File: config.mk
export PLATFORM = sky130hd
export DESIGN_NAME = tha_front
export DESIGN_NICKNAME = d
export VERILOG_FILES = /design/src/rtl/core/tha_pkg.sv /design/src/rtl/core/tha_front.sv
export SDC_FILE = /design/constraint.sdc
export NUM_CORES = 1
export LEC_CHECK = 0
export ABC_AREA = 1
export BUFFER_PORTS_ARGS = -buffer_cell sky130_fd_sc_hd__buf_2
export CORE_MARGIN = 5
export CORE_UTILIZATION = 35
export DETAILED_ROUTE_END_ITERATION = 10
export GPL_ROUTABILITY_DRIVEN = 1
export SETUP_SLACK_MARGIN = 0.4
export SLEW_MARGIN = 10
export SYNTH_ARGS = -nofsm -noshare
export SYNTH_HDL_FRONTEND = slang
export SYNTH_SLANG_ARGS = --single-unit
export TNS_END_PERCENT = 50
File: constraint.sdc
create_clock -name clock -period 6.4 [get_ports clock]
set_clock_uncertainty 0.2 [all_clocks]
set_input_delay 1.92 -clock clock [delete_from_list [all_inputs] [get_ports clock]]
set_output_delay 1.92 -clock clock [all_outputs]
set_load 0.02 [all_outputs]
File: src/rtl/core/tha_pkg.sv
// Package of shared types, constants and the CORDIC angle table for the tilt and heading averager.
package tha_pkg;

   localparam int WindowDepthDefault = 8;
   localparam int CordicStepsDefault = 16;
   localparam int TableLen = 24;

   localparam int RawWidth = 16;
   localparam int ElevWidth = 14;
   localparam int AzimWidth = 16;
   localparam int AngleWidth = 34;
   localparam int VecWidth = 44;
   localparam int SqWidth = 50;
   localparam int RootWidth = 25;

   localparam logic signed [AngleWidth-1:0] HalfTurnFx = 34'sd1179648000;
   localparam logic signed [AngleWidth-1:0] HalfLsb = 34'sd32768;
   localparam logic signed [15:0] DeclMax = 16'sd18000;
   localparam logic signed [15:0] DeclMin = -16'sd18000;
   localparam logic [17:0] FullTurn = 18'd36000;
   localparam logic [13:0] ElevMax = 14'd9000;

   localparam logic [0:0] RegDeclination = 1'b0;

   // One classified item as it travels through the queue.
   typedef struct packed {
      logic signed [RawWidth-1:0] accel_x;
      logic signed [RawWidth-1:0] accel_y;
      logic signed [RawWidth-1:0] accel_z;
      logic                       accel_valid;
      logic signed [RawWidth-1:0] mag_x;
      logic signed [RawWidth-1:0] mag_y;
      logic                       mag_valid;
   } item_type;

   typedef enum logic [3:0] {
      ST_IDLE,
      ST_SQRT,
      ST_ELEV_INIT,
      ST_ELEV_ROT,
      ST_AZIM_INIT,
      ST_AZIM_ROT,
      ST_WINDOW,
      ST_DIVIDE,
      ST_OUTPUT
   } back_state_type;

   // atan(2^-i) in hundredths of a degree times 65536.
   function automatic logic signed [AngleWidth-1:0] atan_entry(input logic [4:0] idx);
      logic signed [AngleWidth-1:0] v;
      case (idx)
         5'd0: v = 34'sd294912000;
         5'd1: v = 34'sd174096719;
         5'd2: v = 34'sd91987925;
         5'd3: v = 34'sd46694507;
         5'd4: v = 34'sd23437865;
         5'd5: v = 34'sd11730358;
         5'd6: v = 34'sd5866610;
         5'd7: v = 34'sd2933484;
         5'd8: v = 34'sd1466764;
         5'd9: v = 34'sd733385;
         5'd10: v = 34'sd366693;
         5'd11: v = 34'sd183346;
         5'd12: v = 34'sd91673;
         5'd13: v = 34'sd45837;
         5'd14: v = 34'sd22918;
         5'd15: v = 34'sd11459;
         5'd16: v = 34'sd5730;
         5'd17: v = 34'sd2865;
         5'd18: v = 34'sd1432;
         5'd19: v = 34'sd716;
         5'd20: v = 34'sd358;
         5'd21: v = 34'sd179;
         5'd22: v = 34'sd90;
         5'd23: v = 34'sd45;
         default: v = '0;
      endcase
      return v;
   endfunction

endpackage

File: src/rtl/core/tha_front.sv
// Front part: takes input items and the declination register, and feeds a two-entry queue.
module tha_front (
   input  logic                  clock,
   input  logic                  reset,
   input  logic                  req_valid,
   output logic                  req_stall,
   input  tha_pkg::item_type     req_item,
   input  logic                  csr_psel,
   input  logic                  csr_penable,
   input  logic                  csr_pwrite,
   input  logic [1:0]            csr_paddr,
   input  logic [31:0]           csr_pwdata,
   output logic [31:0]           csr_prdata,
   output logic signed [15:0]    decl,
   output logic                  q_valid,
   input  logic                  q_take,
   output tha_pkg::item_type     q_item
);
   import tha_pkg::*;

   logic signed [15:0] decl_ff, decl_in, wr_val;
   item_type           slot_ff [2];
   logic               rd_ptr_ff, rd_ptr_in, wr_ptr_ff, wr_ptr_in;
   logic [1:0]         cnt_ff, cnt_in;
   logic               push;

   // Saturate the written declination into range.
   assign wr_val = $signed(csr_pwdata[15:0]);
   always_comb begin
      decl_in = decl_ff;
      if (csr_psel && csr_penable && csr_pwrite && csr_paddr[1] == RegDeclination) begin
         if (wr_val > DeclMax) begin
            decl_in = DeclMax;
         end else if (wr_val < DeclMin) begin
            decl_in = DeclMin;
         end else begin
            decl_in = wr_val;
         end
      end
   end
   assign csr_prdata = (csr_paddr[1] == RegDeclination) ? {{16{decl_ff[15]}}, decl_ff} : '0;
   assign decl = decl_ff;

   // Queue bookkeeping.
   assign req_stall = (cnt_ff == 2'd2);
   assign push = req_valid && !req_stall;
   assign q_valid = (cnt_ff != 2'd0);
   assign q_item = slot_ff[rd_ptr_ff];
   assign wr_ptr_in = push ? !wr_ptr_ff : wr_ptr_ff;
   assign rd_ptr_in = q_take ? !rd_ptr_ff : rd_ptr_ff;
   assign cnt_in = cnt_ff + {1'b0, push} - {1'b0, q_take};

   always_ff @(posedge clock) begin
      if (reset) begin
         decl_ff <= '0;
         rd_ptr_ff <= 1'b0;
         wr_ptr_ff <= 1'b0;
         cnt_ff <= '0;
      end else begin
         decl_ff <= decl_in;
         rd_ptr_ff <= rd_ptr_in;
         wr_ptr_ff <= wr_ptr_in;
         cnt_ff <= cnt_in;
      end
   end

   always_ff @(posedge clock) begin
      if (push) begin
         slot_ff[wr_ptr_ff] <= req_item;
      end
   end
endmodule

After elaboration in Yosys (flattened, before gate mapping)
Memories as Yosys holds them, arrays and structs flattened. A register that Yosys moved wholly into a read port is not among the register bits.
Cells that the tools add are included.
{ "op_classes": {"n_lt_le_gt_ge": 2, "eq_ne": 1, "bitwise": 1, "reduce_logical": 8, "n_mux": 7, "add_sub_neg": 2} }
{ "ops": {"columns": ["op", "count"], "rows": [
  ["$mux W16", 2],
  ["$mux W32", 1],
  ["$gt A16 B16 Y1 const B", 1],
  ["$lt A16 B16 Y1 const B", 1],
  ["$logic_and A1 B1 Y1", 4],
  ["$mux W1", 4],
  ["$logic_not A1 Y1", 3],
  ["$add A2 B1 Y2", 1],
  ["$eq A2 B2 Y1 const B", 1],
  ["$reduce_bool A2 Y1", 1],
  ["$sub A2 B1 Y2", 1],
  ["$not A1 Y1", 1]
]} }
{ "word_totals": {"inputBits": 123, "mem_count": 1, "word_cells": 26, "ramBits": 164, "regBits": 20} }
{ "memory_table": {"columns": ["memory", "words", "word_bits", "rd", "rd_ports_with_merged_regs", "write_ports", "line", "source"], "rows": [
  ["slot_ff", 2, 82, 1, 1, 1, "tha_front.sv:22", "item_type slot_ff [2];"]
]} }

Logic depth before layout (Yosys ltp)
{ "logic_depth": {"depth_word": 5, "depth_mapped": 13, "depth_no_buf": 12} }

Least setup slack after synthesis
OpenSTA, ideal clock, no wires.
{ "synth_path": {"path_type": "in2reg", "from": "input req_valid", "to": "memory slot_ff[0][0] in the netlist's numbering (enable)", "slack_ps": 139, "cell_stages": 2, "setup_time_ps": 523, "t_required_ps": 5677, "t_arrival_ps": 5538, "path_cell_list": "o21ai_0 -> nor2_1"} }
{ "synth_between": {"elab_chain_len": 3} }
{ "synth_rtl": {"columns": ["item", "line", "source"], "rows": [
  ["start: declaration", "tha_front.sv:5", "input logic req_valid,"],
  ["$logic_and A1 B1 Y1", "tha_front.sv:46", "assign push = req_valid && !req_stall;"],
  ["$mux W1", "tha_front.sv:68", "if (push) begin"],
  ["$mux W1 (not written as such)", "tha_front.sv:69", "slot_ff[wr_ptr_ff] <= req_item;"],
  ["end: declaration", "tha_front.sv:22", null]
]} }
No other way between the ends.

Worst setup path in the final report
{ "layout_path": {"from": "input csr_paddr[1]", "to": "output csr_prdata[15]"} }
{ "layout_between": {"elab_chain_len": 1} }
{ "layout_rtl": {"columns": ["item", "line", "source"], "rows": [
  ["start: declaration", "tha_front.sv:11", "input logic [1:0] csr_paddr,"],
  ["$mux W32", "tha_front.sv:41", "assign csr_prdata = (csr_paddr[1] == RegDeclination) ? {{16{decl_ff[15]}}, decl_ff} : '0;"],
  ["end: declaration", "tha_front.sv:13", "output logic [31:0] csr_prdata,"]
]} }
No other way between the ends.

==> qor.csv <==
stage,metric,value,unit
grt,initial antenna violation count,1,
grt,GRT overflow,0,
power_and_ir_drop,Pwr Density,316,nW/um^2
cts,post-CTS sizing,0,
setup_path,WP data required,4280,ps
route,DRT iter0 DRCs,156,
yosys,syn_area_per_cell,16.3,sq um
cts,CTS tree,yes,
die,FP Rows,52,
cts,root buf cell,clkbuf_16,
setup_path,CP Class,in2out,
cts,Clock Sinks,185,
yosys,largest cells by area after synthesis,"edfxtp_1, mux2_2, dfxtp_1",
setup_path,Critical Path Fanout Max,17,
cells_and_area,fin nets,799,
route,DRC violations left,0,
min_path,Min-Delay Path Class,reg2reg,
grt,total track usage,13.2,%
timing,RSZ-0062 raised after global routing,no,
route,total vias in the final route,4319,
yosys,"Net Count, Synth",570,
die,Die Area,23600,sq um
die,I/O pin cnt,255,
power_and_ir_drop,Pwr Total,0.00289,W
status,status,finished clean,
cts,H-tree levels,4,
grt,largest net degree at the start of global routing,56,
power_and_ir_drop,LEAKAGE,3.69,nW
route,final antenna-violating net count,0,
flow_run,max_cap viols,0,
setup_path,nature of the critical path endpoint,primary output,
timing,Final Hold Fails,0,
grt,vias in the first global route,4738,
die,Die Ht,154,microns
cts,worst-skew pair later-pin latency,420,ps
cts,Clock transition at path regs,70,ps
power_and_ir_drop,Peak VDD IR,0.160,mV
yosys,Cell variety after synth,31,
placed_design,RD Place Congestion,0.925,
cts,Hold Buf Count CTS,0,
cells_and_area,area growth from synthesis to layout,26.6,%
timing,FMAX,195,MHz
yosys,register bit total from synthesis,185,
timing,hold_ws,305,ps
cts,total CTS buffers,17,
setup_path,arrival time worst endpoint,3000,ps
yosys,Mapped Area,7230,sq um
timing,Slew @ Worst Pin,889,ps
die,Core ar.,20300,sq um
timing,crit path time final,5120,ps
setup_path,startpoint types,input port,
timing,max-slew violations,0,
cells_and_area,"commonest non-fill, non-tap cells in the layout","buf_2, edfxtp_1, mux2_2",
route,Vias/cell,4.51,
placed_design,I/O Buffers,237,
placed_design,DP HPWL,11500,microns
cells_and_area,design area,9150,sq um
placed_design,Placement Cell Area,8590,sq um
cts,clk buf depth,2,
timing,setup violators final,0,
cells_and_area,layout cells sized above 1,54.5,%
cts,postcts setup bufs,0,
die,Initial Utilization,35.6,%
yosys,Synth top area share,68.1,%
route,final WL,15900,microns
yosys,synth warn,0,
timing,relative slew slack,40.1,%
yosys,part of the Yosys area used for sequential elements,73.9,%
grt,global-route wire length before repair,24700,microns
route,wire per inst,16.6,microns
timing,setup_tns,0,ps
timing,final worst path period share,80.0,%
cells_and_area,"leading cell type in the layout, fill and taps excluded",buf_2,
route,Pre-Repair DR Iteration Count,4,
yosys,Gate Count Post-Synth,444,
die,die extent in x,154,microns
yosys,"area leader, netlist",edfxtp_1,
cells_and_area,fillers,1910,
synth_stat cells (all sizes together):
cell type and number:
nand2 18, nand3b 1, or2 1, clkbuf 2, edfxtp 164, ha 3
nor2 30, mux2 82, inv 43, a21o 1, o21ai 6, xnor2 1
buf 30, xor2 1, nor3 1, nand4 2, o211ai 6, dfxtp 21
a21oi 18, o22ai 4, nand3 9
metal layers:
layer | vias to the layer above | global-route usage, % | wire, microns
met2 | 189 | 22.6 | 7720
met3 | 9 | 5.28 | 1430
met5 | - | 0 | 7
met1 | 2071 | 15.9 | 6600
li1 | 2048 | - | -
met4 | 2 | 3.03 | 123
area by class of cell:
cell class / instances / area, sq um / share of cell area [%]
sequential: 185 / 5350 / 58.4
tap: 270 / 338 / 3.69
clock buffer: 17 / 425 / 4.65
timing repair buffer: 242 / 1220 / 13.4
clock inverter: 15 / 136 / 1.49
inverter: 43 / 161 / 1.76
multi-input combinational: 184 / 1520 / 16.6
antenna: 1 / 2.50 / 0.0273
logic make-up (layout without fill, tap and decap cells):
logic type                 Yosys count  in the layout  share of synthesized area (%)
AOI/OAI and AO/OA                   35             35                           3.11
adders and majority gates            3              3                          0.519
other                                0              1                              0
DFF                                185            185                           73.9
muxes                               82             82                           12.8
and+or+nand+nor                     62             62                           4.12
xor gates and xnor gates             2              2                          0.242
buffers and inverters               75            317                           5.31
critical path, cell delays in order:
cell and delay (ps):
buf_2 220, nor2_1 570, buf_2 290
registers in the layout, summed over array words and instances (netlist names), named ones only:
| register | cells |
|---|---|
| rd_ptr_ff | 1 |
| cnt_ff | 2 |
| wr_ptr_ff | 1 |
| decl | 16 |
| slot_ff | 164 |
per-stage QoR:
stage,utilization [%],instances,setup slack (ps)
6_report,45.1,957,1280
5_1_grt,45.1,956,1070
4_1_cts,45.1,956,1240
3_5_place_dp,42.3,924,1250
3_3_place_gp,42.3,924,1330
2_1_floorplan,-,444,139
power by group:
group	switching (W)	leakage, nW	internal (W)	total [W]
sequential	0.0000376	1.70	0.00144	0.00148
clock	0.000466	0.271	0.000511	0.000977
combinational	0.000275	1.72	0.000166	0.000441
path summary, 6_finish.rpt:
check | startpoint | cells after the start | slack [ps] | to
worst max-delay path | csr_paddr[1] | 3 | 1280 | csr_prdata[15]
worst min-delay path | decl[3] | 2 | 310 | decl[3]
worst max register to register | cnt_ff[0] | 3 | 3920 | slot_ff[0][21]
worst min register to register | decl[3] | 2 | 310 | decl[3]
(Power assumes the default switching activity.)
